### config.mk
export PLATFORM = sky130hd
export DESIGN_NAME = successor_table_cycle_check_top
export DESIGN_NICKNAME = d
export VERILOG_FILES = /design/src/design/stc_pkg.sv /design/src/design/stc_ram.sv /design/src/design/stc_ctrl.sv /design/src/design/stc_datapath.sv /design/src/design/successor_table_cycle_check_top.sv
export VERILOG_INCLUDE_DIRS = /design/src /design/src/design
export SDC_FILE = /design/constraint.sdc
export NUM_CORES = 1
export LEC_CHECK = 0
export BUFFER_PORTS_ARGS = -buffer_cell sky130_fd_sc_hd__clkbuf_2
export CORE_ASPECT_RATIO = 1.5
export CORE_MARGIN = 10
export CORE_UTILIZATION = 45
export DETAILED_ROUTE_END_ITERATION = 8
export GPL_ROUTABILITY_DRIVEN = 0
export PLACE_DENSITY = 0.61
export SLEW_MARGIN = 20
export SYNTH_ARGS = -nofsm -noshare
export SYNTH_HDL_FRONTEND = slang
export SYNTH_SLANG_ARGS = --single-unit
### constraint.sdc
create_clock -name i_clk -period 4.4 [get_ports i_clk]
set_clock_uncertainty 0.05 [all_clocks]
set_input_delay 0.88 -clock i_clk [delete_from_list [all_inputs] [get_ports i_clk]]
set_output_delay 0.88 -clock i_clk [all_outputs]
set_load 0.01 [all_outputs]
### src/design/assert_macros.svh
// Assertion macros shared by the cycle checker RTL.
// Uses the including module's i_clk and i_rst_n; no other dependencies.
`ifndef ASSERT_MACROS_SVH
`define ASSERT_MACROS_SVH

// property must hold at every clock edge outside reset
`define STC_ASSERT(label, prop, msg) \
    label: assert property (@(posedge i_clk) disable iff (!i_rst_n) (prop)) \
        else $error(msg);

// condition must never be true outside reset
`define STC_ASSERT_NEVER(label, cond, msg) \
    label: assert property (@(posedge i_clk) disable iff (!i_rst_n) !(cond)) \
        else $error(msg);

`endif

### src/design/stc_pkg.sv
// Package for the successor table cycle checker: payload types, opcodes,
// controller states and the command/status structs. No dependencies.
package stc_pkg;

    localparam int DefMaxVertices = 64;
    localparam int VtxW = 6;
    localparam int TotalW = 7;

    localparam logic [1:0] OP_ADD_VERTEX = 2'd0;
    localparam logic [1:0] OP_ADD_EDGE   = 2'd1;
    localparam logic [1:0] OP_DEL_EDGE   = 2'd2;
    localparam logic [1:0] OP_CHECK      = 2'd3;

    typedef struct packed {
        logic [1:0]      op;
        logic [VtxW-1:0] src_vertex;
        logic [VtxW-1:0] dst_vertex;
    } t_req;

    typedef struct packed {
        logic              cycle_found;
        logic [TotalW-1:0] vertex_total;
        logic              count_full;
    } t_resp;

    typedef enum logic [3:0] {
        S_INIT,
        S_IDLE,
        S_VTX,
        S_EDGE,
        S_DEL_CLR,
        S_DEL_DST,
        S_DEL_DSTEV,
        S_SCAN_RD,
        S_SCAN_EV,
        S_MCLR,
        S_WALK_RD,
        S_WALK_EV,
        S_RESP
    } t_state;

    // successor table write mode
    typedef enum logic [1:0] {
        SW_NONE,
        SW_SWEEP,
        SW_SET,
        SW_CLR
    } t_swr;

    // successor table read address select
    typedef enum logic [1:0] {
        SR_VTX,
        SR_DST,
        SR_PTR
    } t_srd;

    // mark table write mode
    typedef enum logic [1:0] {
        MW_NONE,
        MW_SWEEP,
        MW_VISIT
    } t_mwr;

    typedef struct packed {
        logic latch_in;
        logic ptr_clr;
        logic ptr_inc;
        t_swr succ_wr;
        t_srd succ_rd;
        t_mwr mark_wr;
        logic cnt_inc;
        logic cnt_dec;
        logic pointed_upd;
        logic dst_has_ld;
        logic walk_clr;
        logic walk_next;
        logic vtx_succ;
        logic found_set;
        logic full_set;
        logic out_load;
    } t_cmd;

    typedef struct packed {
        logic in_table;
        logic sweep_last;
        logic scan_end;
        logic walk_last;
        logic count_zero;
        logic count_max;
        logic rd_has;
        logic mark_seen;
        logic mark_on_path;
        logic del_keep;
        logic out_busy;
    } t_stat;

endpackage

### src/design/stc_ram.sv
// Generic single write port, single read port RAM with registered read data.
// No dependencies.
module stc_ram #(
    parameter int WIDTH = 8,
    parameter int DEPTH = 64
) (
    input  logic                     i_clk,
    input  logic                     i_we,
    input  logic [$clog2(DEPTH)-1:0] i_waddr,
    input  logic [WIDTH-1:0]         i_wdata,
    input  logic [$clog2(DEPTH)-1:0] i_raddr,
    output logic [WIDTH-1:0]         o_rdata
);

    logic [WIDTH-1:0] r_mem [DEPTH];
    logic [WIDTH-1:0] r_rdata;

    always_ff @(posedge i_clk) begin
        if (i_we) begin
            r_mem[i_waddr] <= i_wdata;
        end
        r_rdata <= r_mem[i_raddr];
    end

    assign o_rdata = r_rdata;

endmodule

### src/design/stc_ctrl.sv
// Controller state machine of the cycle checker.
// Depends on stc_pkg and assert_macros.svh; drives stc_datapath by t_cmd.
`include "assert_macros.svh"

module stc_ctrl (
    input  logic           i_clk,
    input  logic           i_rst_n,
    input  logic           i_req_valid,
    input  logic [1:0]     i_req_op,
    output logic           o_req_ready,
    input  stc_pkg::t_stat i_stat,
    output stc_pkg::t_cmd  o_cmd
);
    import stc_pkg::*;

    t_state r_state;
    t_state n_state;

    always_ff @(posedge i_clk) begin
        if (!i_rst_n) begin
            r_state <= S_INIT;
        end else begin
            r_state <= n_state;
        end
    end

    always_comb begin
        n_state = r_state;
        case (r_state)
            S_INIT: begin
                if (i_stat.sweep_last) n_state = S_IDLE;
            end
            S_IDLE: begin
                if (i_req_valid) begin
                    case (i_req_op)
                        OP_ADD_VERTEX: n_state = S_VTX;
                        OP_ADD_EDGE:   n_state = S_EDGE;
                        OP_DEL_EDGE:   n_state = S_DEL_CLR;
                        OP_CHECK:      n_state = S_MCLR;
                        default:       n_state = S_IDLE;
                    endcase
                end
            end
            S_VTX:       n_state = S_RESP;
            S_EDGE:      n_state = S_RESP;
            S_DEL_CLR:   n_state = i_stat.in_table ? S_DEL_DST : S_RESP;
            S_DEL_DST:   n_state = S_DEL_DSTEV;
            S_DEL_DSTEV: n_state = S_SCAN_RD;
            S_SCAN_RD:   n_state = i_stat.scan_end ? S_RESP : S_SCAN_EV;
            S_SCAN_EV:   n_state = S_SCAN_RD;
            S_MCLR: begin
                if (i_stat.sweep_last) begin
                    n_state = i_stat.count_zero ? S_RESP : S_WALK_RD;
                end
            end
            S_WALK_RD:   n_state = S_WALK_EV;
            S_WALK_EV: begin
                if (i_stat.mark_on_path) begin
                    n_state = S_RESP;
                end else if (!i_stat.mark_seen && i_stat.rd_has) begin
                    n_state = S_WALK_RD;
                end else if (i_stat.walk_last) begin
                    n_state = S_RESP;
                end else begin
                    n_state = S_WALK_RD;
                end
            end
            S_RESP: begin
                if (!i_stat.out_busy) n_state = S_IDLE;
            end
            default:     n_state = S_INIT;
        endcase
    end

    always_comb begin
        o_cmd         = '0;
        o_cmd.succ_wr = SW_NONE;
        o_cmd.succ_rd = SR_VTX;
        o_cmd.mark_wr = MW_NONE;
        o_req_ready   = 1'b0;
        case (r_state)
            S_INIT: begin
                o_cmd.succ_wr = SW_SWEEP;
                o_cmd.mark_wr = MW_SWEEP;
                o_cmd.ptr_inc = 1'b1;
            end
            S_IDLE: begin
                o_req_ready    = 1'b1;
                o_cmd.latch_in = i_req_valid;
                o_cmd.ptr_clr  = 1'b1;
            end
            S_VTX: begin
                o_cmd.full_set = i_stat.count_max;
                o_cmd.cnt_inc  = !i_stat.count_max;
            end
            S_EDGE: begin
                if (i_stat.in_table) o_cmd.succ_wr = SW_SET;
            end
            S_DEL_CLR: begin
                if (i_stat.in_table) o_cmd.succ_wr = SW_CLR;
            end
            S_DEL_DST: begin
                o_cmd.succ_rd = SR_DST;
            end
            S_DEL_DSTEV: begin
                o_cmd.dst_has_ld = 1'b1;
            end
            S_SCAN_RD: begin
                o_cmd.succ_rd = SR_PTR;
                o_cmd.cnt_dec = i_stat.scan_end && !i_stat.del_keep && !i_stat.count_zero;
            end
            S_SCAN_EV: begin
                o_cmd.pointed_upd = 1'b1;
                o_cmd.ptr_inc     = 1'b1;
            end
            S_MCLR: begin
                o_cmd.mark_wr  = MW_SWEEP;
                o_cmd.ptr_inc  = 1'b1;
                o_cmd.walk_clr = i_stat.sweep_last;
            end
            S_WALK_RD: begin
                o_cmd.succ_rd = SR_VTX;
            end
            S_WALK_EV: begin
                if (i_stat.mark_on_path) begin
                    o_cmd.found_set = 1'b1;
                end else if (!i_stat.mark_seen) begin
                    o_cmd.mark_wr = MW_VISIT;
                    if (i_stat.rd_has) begin
                        o_cmd.vtx_succ = 1'b1;
                    end else begin
                        o_cmd.walk_next = !i_stat.walk_last;
                    end
                end else begin
                    o_cmd.walk_next = !i_stat.walk_last;
                end
            end
            S_RESP: begin
                o_cmd.out_load = !i_stat.out_busy;
            end
            default: begin
                o_req_ready = 1'b0;
            end
        endcase
    end

    `STC_ASSERT(a_load_slot_free, o_cmd.out_load |-> !i_stat.out_busy, "result overwritten")
    `STC_ASSERT(a_inc_below_max, o_cmd.cnt_inc |-> !i_stat.count_max, "count overflow")
    `STC_ASSERT(a_set_in_table, (o_cmd.succ_wr == SW_SET) |-> i_stat.in_table, "bad edge write")

endmodule

### src/design/stc_datapath.sv
// Datapath of the cycle checker: successor and mark tables, counters,
// walk pointers and result register. Depends on stc_pkg, stc_ram, assert_macros.svh.
`include "assert_macros.svh"

module stc_datapath #(
    parameter int MAX_VERTICES = stc_pkg::DefMaxVertices
) (
    input  logic          i_clk,
    input  logic          i_rst_n,
    input  stc_pkg::t_req i_req,
    input  stc_pkg::t_cmd i_cmd,
    output stc_pkg::t_stat o_stat,
    input  logic          i_resp_ready,
    output logic          o_resp_valid,
    output stc_pkg::t_resp o_resp
);
    import stc_pkg::*;

    localparam int IW = $clog2(MAX_VERTICES);
    localparam int CW = $clog2(MAX_VERTICES + 1);
    localparam int SW = VtxW + 1;
    localparam int MW = IW + 1;
    localparam logic [CW-1:0] MaxCount = CW'(MAX_VERTICES);
    localparam logic [CW-1:0] LastIdx  = CW'(MAX_VERTICES - 1);

    t_req          r_req;
    logic [CW-1:0] r_ptr, n_ptr;
    logic [CW-1:0] r_count, n_count;
    logic [IW-1:0] r_walk, n_walk;
    logic [IW-1:0] r_vtx, n_vtx;
    logic          r_pointed, n_pointed;
    logic          r_dst_has, n_dst_has;
    logic          r_found, n_found;
    logic          r_full, n_full;
    t_resp         r_out;
    logic          r_out_valid, n_out_valid;

    logic [IW-1:0] src_idx, dst_idx, ptr_idx;
    logic          succ_we;
    logic [IW-1:0] succ_waddr, succ_raddr;
    logic [SW-1:0] succ_wdata, succ_rdata;
    logic          mark_we;
    logic [IW-1:0] mark_waddr;
    logic [MW-1:0] mark_wdata, mark_rdata;
    logic          rd_has, rd_match;
    logic [VtxW-1:0] rd_succ;

    assign src_idx = IW'(r_req.src_vertex);
    assign dst_idx = IW'(r_req.dst_vertex);
    assign ptr_idx = r_ptr[IW-1:0];
    assign rd_has   = succ_rdata[SW-1];
    assign rd_succ  = succ_rdata[VtxW-1:0];
    assign rd_match = rd_has && (rd_succ == r_req.dst_vertex);

    always_comb begin
        succ_we    = 1'b0;
        succ_waddr = ptr_idx;
        succ_wdata = '0;
        case (i_cmd.succ_wr)
            SW_SWEEP: succ_we = 1'b1;
            SW_SET: begin
                succ_we    = 1'b1;
                succ_waddr = src_idx;
                succ_wdata = {1'b1, r_req.dst_vertex};
            end
            SW_CLR: begin
                succ_we    = 1'b1;
                succ_waddr = src_idx;
            end
            default: succ_we = 1'b0;
        endcase
    end

    always_comb begin
        case (i_cmd.succ_rd)
            SR_DST:  succ_raddr = dst_idx;
            SR_PTR:  succ_raddr = ptr_idx;
            default: succ_raddr = r_vtx;
        endcase
    end

    always_comb begin
        mark_we    = 1'b0;
        mark_waddr = ptr_idx;
        mark_wdata = '0;
        case (i_cmd.mark_wr)
            MW_SWEEP: mark_we = 1'b1;
            MW_VISIT: begin
                mark_we    = 1'b1;
                mark_waddr = r_vtx;
                mark_wdata = {1'b1, r_walk};
            end
            default: mark_we = 1'b0;
        endcase
    end

    stc_ram #(.WIDTH(SW), .DEPTH(MAX_VERTICES)) u_succ_ram (
        .i_clk   (i_clk),
        .i_we    (succ_we),
        .i_waddr (succ_waddr),
        .i_wdata (succ_wdata),
        .i_raddr (succ_raddr),
        .o_rdata (succ_rdata)
    );

    // mark entry: visited flag plus start vertex of the walk that set it
    stc_ram #(.WIDTH(MW), .DEPTH(MAX_VERTICES)) u_mark_ram (
        .i_clk   (i_clk),
        .i_we    (mark_we),
        .i_waddr (mark_waddr),
        .i_wdata (mark_wdata),
        .i_raddr (r_vtx),
        .o_rdata (mark_rdata)
    );

    always_comb begin
        n_ptr = r_ptr;
        if (i_cmd.ptr_clr) begin
            n_ptr = '0;
        end else if (i_cmd.ptr_inc) begin
            n_ptr = r_ptr + CW'(1);
        end

        n_count = r_count;
        if (i_cmd.cnt_inc) begin
            n_count = r_count + CW'(1);
        end else if (i_cmd.cnt_dec) begin
            n_count = r_count - CW'(1);
        end

        n_walk = r_walk;
        n_vtx  = r_vtx;
        if (i_cmd.walk_clr) begin
            n_walk = '0;
            n_vtx  = '0;
        end else if (i_cmd.walk_next) begin
            n_walk = r_walk + IW'(1);
            n_vtx  = r_walk + IW'(1);
        end else if (i_cmd.vtx_succ) begin
            n_vtx = IW'(rd_succ);
        end

        n_pointed = r_pointed;
        if (i_cmd.latch_in) begin
            n_pointed = 1'b0;
        end else if (i_cmd.pointed_upd) begin
            n_pointed = r_pointed || rd_match;
        end

        n_dst_has = i_cmd.dst_has_ld ? rd_has : r_dst_has;
        n_found   = i_cmd.latch_in ? 1'b0 : (r_found || i_cmd.found_set);
        n_full    = i_cmd.latch_in ? 1'b0 : (r_full || i_cmd.full_set);

        n_out_valid = r_out_valid;
        if (i_cmd.out_load) begin
            n_out_valid = 1'b1;
        end else if (i_resp_ready) begin
            n_out_valid = 1'b0;
        end
    end

    always_ff @(posedge i_clk) begin
        if (!i_rst_n) begin
            r_ptr       <= '0;
            r_count     <= '0;
            r_walk      <= '0;
            r_vtx       <= '0;
            r_out_valid <= 1'b0;
        end else begin
            r_ptr       <= n_ptr;
            r_count     <= n_count;
            r_walk      <= n_walk;
            r_vtx       <= n_vtx;
            r_out_valid <= n_out_valid;
        end
    end

    always_ff @(posedge i_clk) begin
        if (i_cmd.latch_in) begin
            r_req <= i_req;
        end
        r_pointed <= n_pointed;
        r_dst_has <= n_dst_has;
        r_found   <= n_found;
        r_full    <= n_full;
        if (i_cmd.out_load) begin
            r_out.cycle_found  <= r_found;
            r_out.vertex_total <= TotalW'(r_count);
            r_out.count_full   <= r_full;
        end
    end

    assign o_stat.in_table     = (int'(r_req.src_vertex) < MAX_VERTICES) &&
                                 (int'(r_req.dst_vertex) < MAX_VERTICES);
    assign o_stat.sweep_last   = (r_ptr == LastIdx);
    assign o_stat.scan_end     = (r_ptr == r_count);
    assign o_stat.walk_last    = ((CW'(r_walk) + CW'(1)) == r_count);
    assign o_stat.count_zero   = (r_count == '0);
    assign o_stat.count_max    = (r_count == MaxCount);
    assign o_stat.rd_has       = rd_has;
    assign o_stat.mark_seen    = mark_rdata[MW-1];
    assign o_stat.mark_on_path = mark_rdata[MW-1] && (mark_rdata[IW-1:0] == r_walk);
    assign o_stat.del_keep     = r_pointed || r_dst_has;
    assign o_stat.out_busy     = r_out_valid && !i_resp_ready;

    assign o_resp_valid = r_out_valid;
    assign o_resp       = r_out;

    `STC_ASSERT(a_count_bound, r_count <= MaxCount, "vertex count above table size")
    `STC_ASSERT_NEVER(a_vtx_range, int'(r_vtx) >= MAX_VERTICES, "walk vertex out of table")

endmodule

### src/design/successor_table_cycle_check_top.sv
// Top level of the successor table cycle checker.
// Depends on stc_pkg, stc_ctrl and stc_datapath.
//
// Request channel (i_req_valid/o_req_ready, i_req): op, src_vertex, dst_vertex.
// Response channel (o_resp_valid/i_resp_ready, o_resp): one response per request
// with cycle_found, vertex_total and count_full.
// One request is worked on at a time; steps from acceptance to response valid:
//   add vertex, add edge: an update state, then the response state
//   delete edge: entry clear, destination read, one table read per vertex in use
//   check: mark table clear sweep, then one table read per walk step,
//     visits <= MAX_VERTICES + count
// The next request can be taken as soon as the response is registered, even
// while that response still waits in the output register.
// Reset: synchronous, active low. After reset both tables are cleared in a
// sweep over all MAX_VERTICES entries while o_req_ready stays low.
// Receiver stall: the response holds in the output register; a later response
// waits in the controller until the register frees up.
module successor_table_cycle_check_top #(
    parameter int MAX_VERTICES = stc_pkg::DefMaxVertices
) (
    input  logic           i_clk,
    input  logic           i_rst_n,
    input  logic           i_req_valid,
    output logic           o_req_ready,
    input  stc_pkg::t_req  i_req,
    output logic           o_resp_valid,
    input  logic           i_resp_ready,
    output stc_pkg::t_resp o_resp
);
    import stc_pkg::*;

    t_cmd  cmd;
    t_stat stat;

    stc_ctrl u_ctrl (
        .i_clk       (i_clk),
        .i_rst_n     (i_rst_n),
        .i_req_valid (i_req_valid),
        .i_req_op    (i_req.op),
        .o_req_ready (o_req_ready),
        .i_stat      (stat),
        .o_cmd       (cmd)
    );

    stc_datapath #(.MAX_VERTICES(MAX_VERTICES)) u_datapath (
        .i_clk        (i_clk),
        .i_rst_n      (i_rst_n),
        .i_req        (i_req),
        .i_cmd        (cmd),
        .o_stat       (stat),
        .i_resp_ready (i_resp_ready),
        .o_resp_valid (o_resp_valid),
        .o_resp       (o_resp)
    );

endmodule
==> metrics.txt <==
status finished clean; register area share after synthesis 69.50%; FF+latch count, synth 966; area grow syn2layout 11.75%; DRT Wirelength 114.3 mm; Ys Warns 0; Hold Violations, Final 0; Setup TNS 0 ns; Die X-Extent between 200 and 300 um; Power Density 426.4 mW/mm^2; Net Sw Power 0.004459 W; Chip Height 389.9 um; CP Max Fanout 20; Post-CTS Setup Bufs 0; RSZ-0062 raised after global routing false; leakage 14.18 nW; Worst-path clk slew about 0.06 ns; Synth top cells by count 918 x edfxtp_1, 220 x nand2_1, 188 x nor2_1, 150 x mux4_2, 137 x and3_1; Setup Crit Path Kind reg -> reg; synthesized area per cell 15.57 sq um; Final min period ~4.4 ns; GRT Overall Usage 21.76%; num ports 29; Worst Max-Slew Pin Slew around 1.3 ns; leading area contributor after synthesis edfxtp_1; fin nets 2718; CP Launch Point u_ctrl.r_state[0]; Max VDD drop roughly 0.33 mV; die area 0.1039 sq mm; R2R cell count 7; PortBufs 28; ranking of synthesized cells by area edfxtp_1 67%, mux4_2 8.2%, dfxtp_1 2.3%; crit end category flop; Tcrit/Tclk final just under 100%; Overflow after GRT 0; max-cap violation count 0; CP max stage delay 0.92 ns; Antenna Diode Count 0; largest net degree at the start of global routing 136; worst r2r src u_ctrl.r_state[0]; Sink Count roughly 970; Final ANT Viol Nets 0; Slew Viols, Final 0; highest clock rate 229.2 MHz; Hold Path Stages 1; Critical Path RT 4.63 ns; part of the power in registers 53.3%; Clk pwr share 40.6%; final core utilization 50.76%; Post-route DRC 0; initial core utilization 45.42%; Core Area about 0.09 sq mm; Relative slew margins 15.28%; # setup viols final 0; share of layout cells above drive strength 1 17.31%; drt initial violations 2390; CTS Hold Bufs 0; sw frac a little under a quarter; syn nets 2666; Worst Min Path Start i_req[11]; vias in the first global route 24680; vias per cell 6.350; H-tree levels 3; post-synth top area share 67.16%; CTS Buf Count 92; filler instances between 7000 and 8000; global-route wire length before repair 168.0 mm; drt wl/cell 29.12 um; Comb pwr share 6.1%; Post-DP HPWL 74.94 mm; root buffer cell clkbuf_16; crit path DAT 4.59 ns; num rows 135; CP startpoint kind flop; Hold Path Class in -> reg; Clk Latency, worst-skew pair about 0.67 ns; ys async rst share 0%; P_int 0.01510 W; Yosys cell types 71; initial antenna violation count 0; Pwr Total 0.01956 W; Post-synth EDFFs 918; DRT Pass-1 Iters 6; crit-path cells buf_4, nor2b_1, nand2_1, a21oi_2, mux2i_1, nand4_1, nor2_1; critical path's slowest cell nor2_1; worst-case clock buffer depth 3; most frequent cell after synthesis edfxtp_1; Post-Synthesis Cells 2637; Synth Cell Area 0.04105 sq mm; CTS tree built; routed via count about 25000; Synth Flop Type edfxtp_1
power by group through the flow:
stage	clock network (W)	registers [W]	logic (W)
4_1_cts	0.00806	0.0104	0.00118
3_3_place_gp	0	0.0106	0.00115
5_1_grt	0.00839	0.0104	0.00125
2_1_floorplan	0	0.0105	0.000678
6_report	0.00795	0.0104	0.00118
3_5_place_dp	0	0.0106	0.00117
critical path, delay by kind of cell (launching register included):
family | cells | cell delay, ns
AO/OA/AOI/OAI | 1 | 0.73
buffers and inverters | 1 | 0.21
flip-flops | 1 | 0.32
multiplexers | 1 | 0.60
AND/OR/NAND/NOR | 4 | 2.04
stage by stage:
step                cells  instance area, sq um  worst slack (ns)  hold WS (ns)
finish               3925                 45870           0.03760        0.3321
global route         3925                 45870           0.02269        0.3242
CTS                  3924                 45850            0.2491        0.3074
detailed placement   3758                 42860            0.2828        0.3726
global placement     3757                 42840            0.3462        0.3781
floorplan            2637                 41050            0.3549        0.3529
path summary, 6_finish.rpt:
kind	slack, ns	end
setup / recovery	0.04	u_datapath.u_succ_ram.r_mem[24][5]
hold / removal	0.33	u_datapath.src_idx[5]
setup reg to reg	0.04	u_datapath.u_succ_ram.r_mem[24][5]
hold reg to reg	0.39	u_datapath.o_resp[8]
area by class of cell:
type	count	area (sq um)	share of cell area, %
timing repair buffer	150	1216	2.651
inverter	12	45.04	0.09819
multi-input combinational	1467	11630	25.35
clock buffer	119	2526	5.507
sequential	966	28540	62.21
tap	1164	1456	3.175
clock inverter	47	461.7	1.006
cell usage in the layout (no fill, tap or decap), types with 8 or more instances in the layout:
master | synthesis | final
clkbuf_2 | 0 | 29
o21ai_0 | 36 | 36
and3_1 | 137 | 131
a32oi_1 | 12 | 12
a311oi_1 | 9 | 9
edfxtp_1 | 918 | 918
xor2_1 | 25 | 25
a221o_1 | 54 | 54
buf_12 | 0 | 13
o31ai_1 | 10 | 10
clkbuf_16 | 0 | 94
a221oi_1 | 62 | 62
mux2i_1 | 56 | 56
nor2_1 | 188 | 184
nor3_1 | 24 | 23
a211oi_1 | 79 | 79
ha_1 | 10 | 8
clkinv_2 | 0 | 10
a21oi_1 | 60 | 60
nand3_1 | 111 | 111
clkbuf_8 | 0 | 8
a31oi_1 | 19 | 19
inv_1 | 12 | 12
dfxtp_1 | 48 | 45
clkinv_1 | 0 | 12
nor4_1 | 9 | 9
xnor2_1 | 16 | 16
nand4_1 | 26 | 26
nand2b_1 | 12 | 12
buf_4 | 7 | 108
clkbuf_1 | 100 | 17
mux4_2 | 150 | 150
nor2b_1 | 10 | 9
nand2_1 | 220 | 220
o221ai_1 | 17 | 17
nand3b_1 | 8 | 8
registers in the layout (all words and copies together), names as in the netlist, 7 cells and up:
name / flops
u_datapath.o_resp: 9
u_datapath.u_succ_ram.r_mem: 448
u_datapath.u_succ_ram.o_rdata: 7
u_datapath.r_count: 7
u_datapath.u_mark_ram.o_rdata: 7
u_datapath.u_mark_ram.r_mem: 448
u_datapath.r_ptr: 7
metal layers:
metal	vias to the layer above	global-route usage [%]	part of all wire (%)	routed length (um)
li1	10700	-	-	-
met1	12800	25.19	36	40620
met2	1133	38.26	52	59560
met3	298	3.164	6.1	6926
met4	0	12.17	6.3	7175
met5	-	0	0	0
cell families after synthesis:
family	Yosys count	synth area share (%)
AND/OR/NAND/NOR	773	8.947
buffers and inverters	204	2.393
AO/OA/AOI/OAI	427	8.005
multiplexers	212	9.760
XOR/XNOR	44	1.042
adder cells (fa/ha/maj)	11	0.3536
flip-flops	966	69.50
what timing repair did:
item	CTS	global route
resized for setup	0	1
hold endpoints to repair	0	0
setup endpoints to repair	0	7
Note: power is estimated with default switching activity, not from simulation.
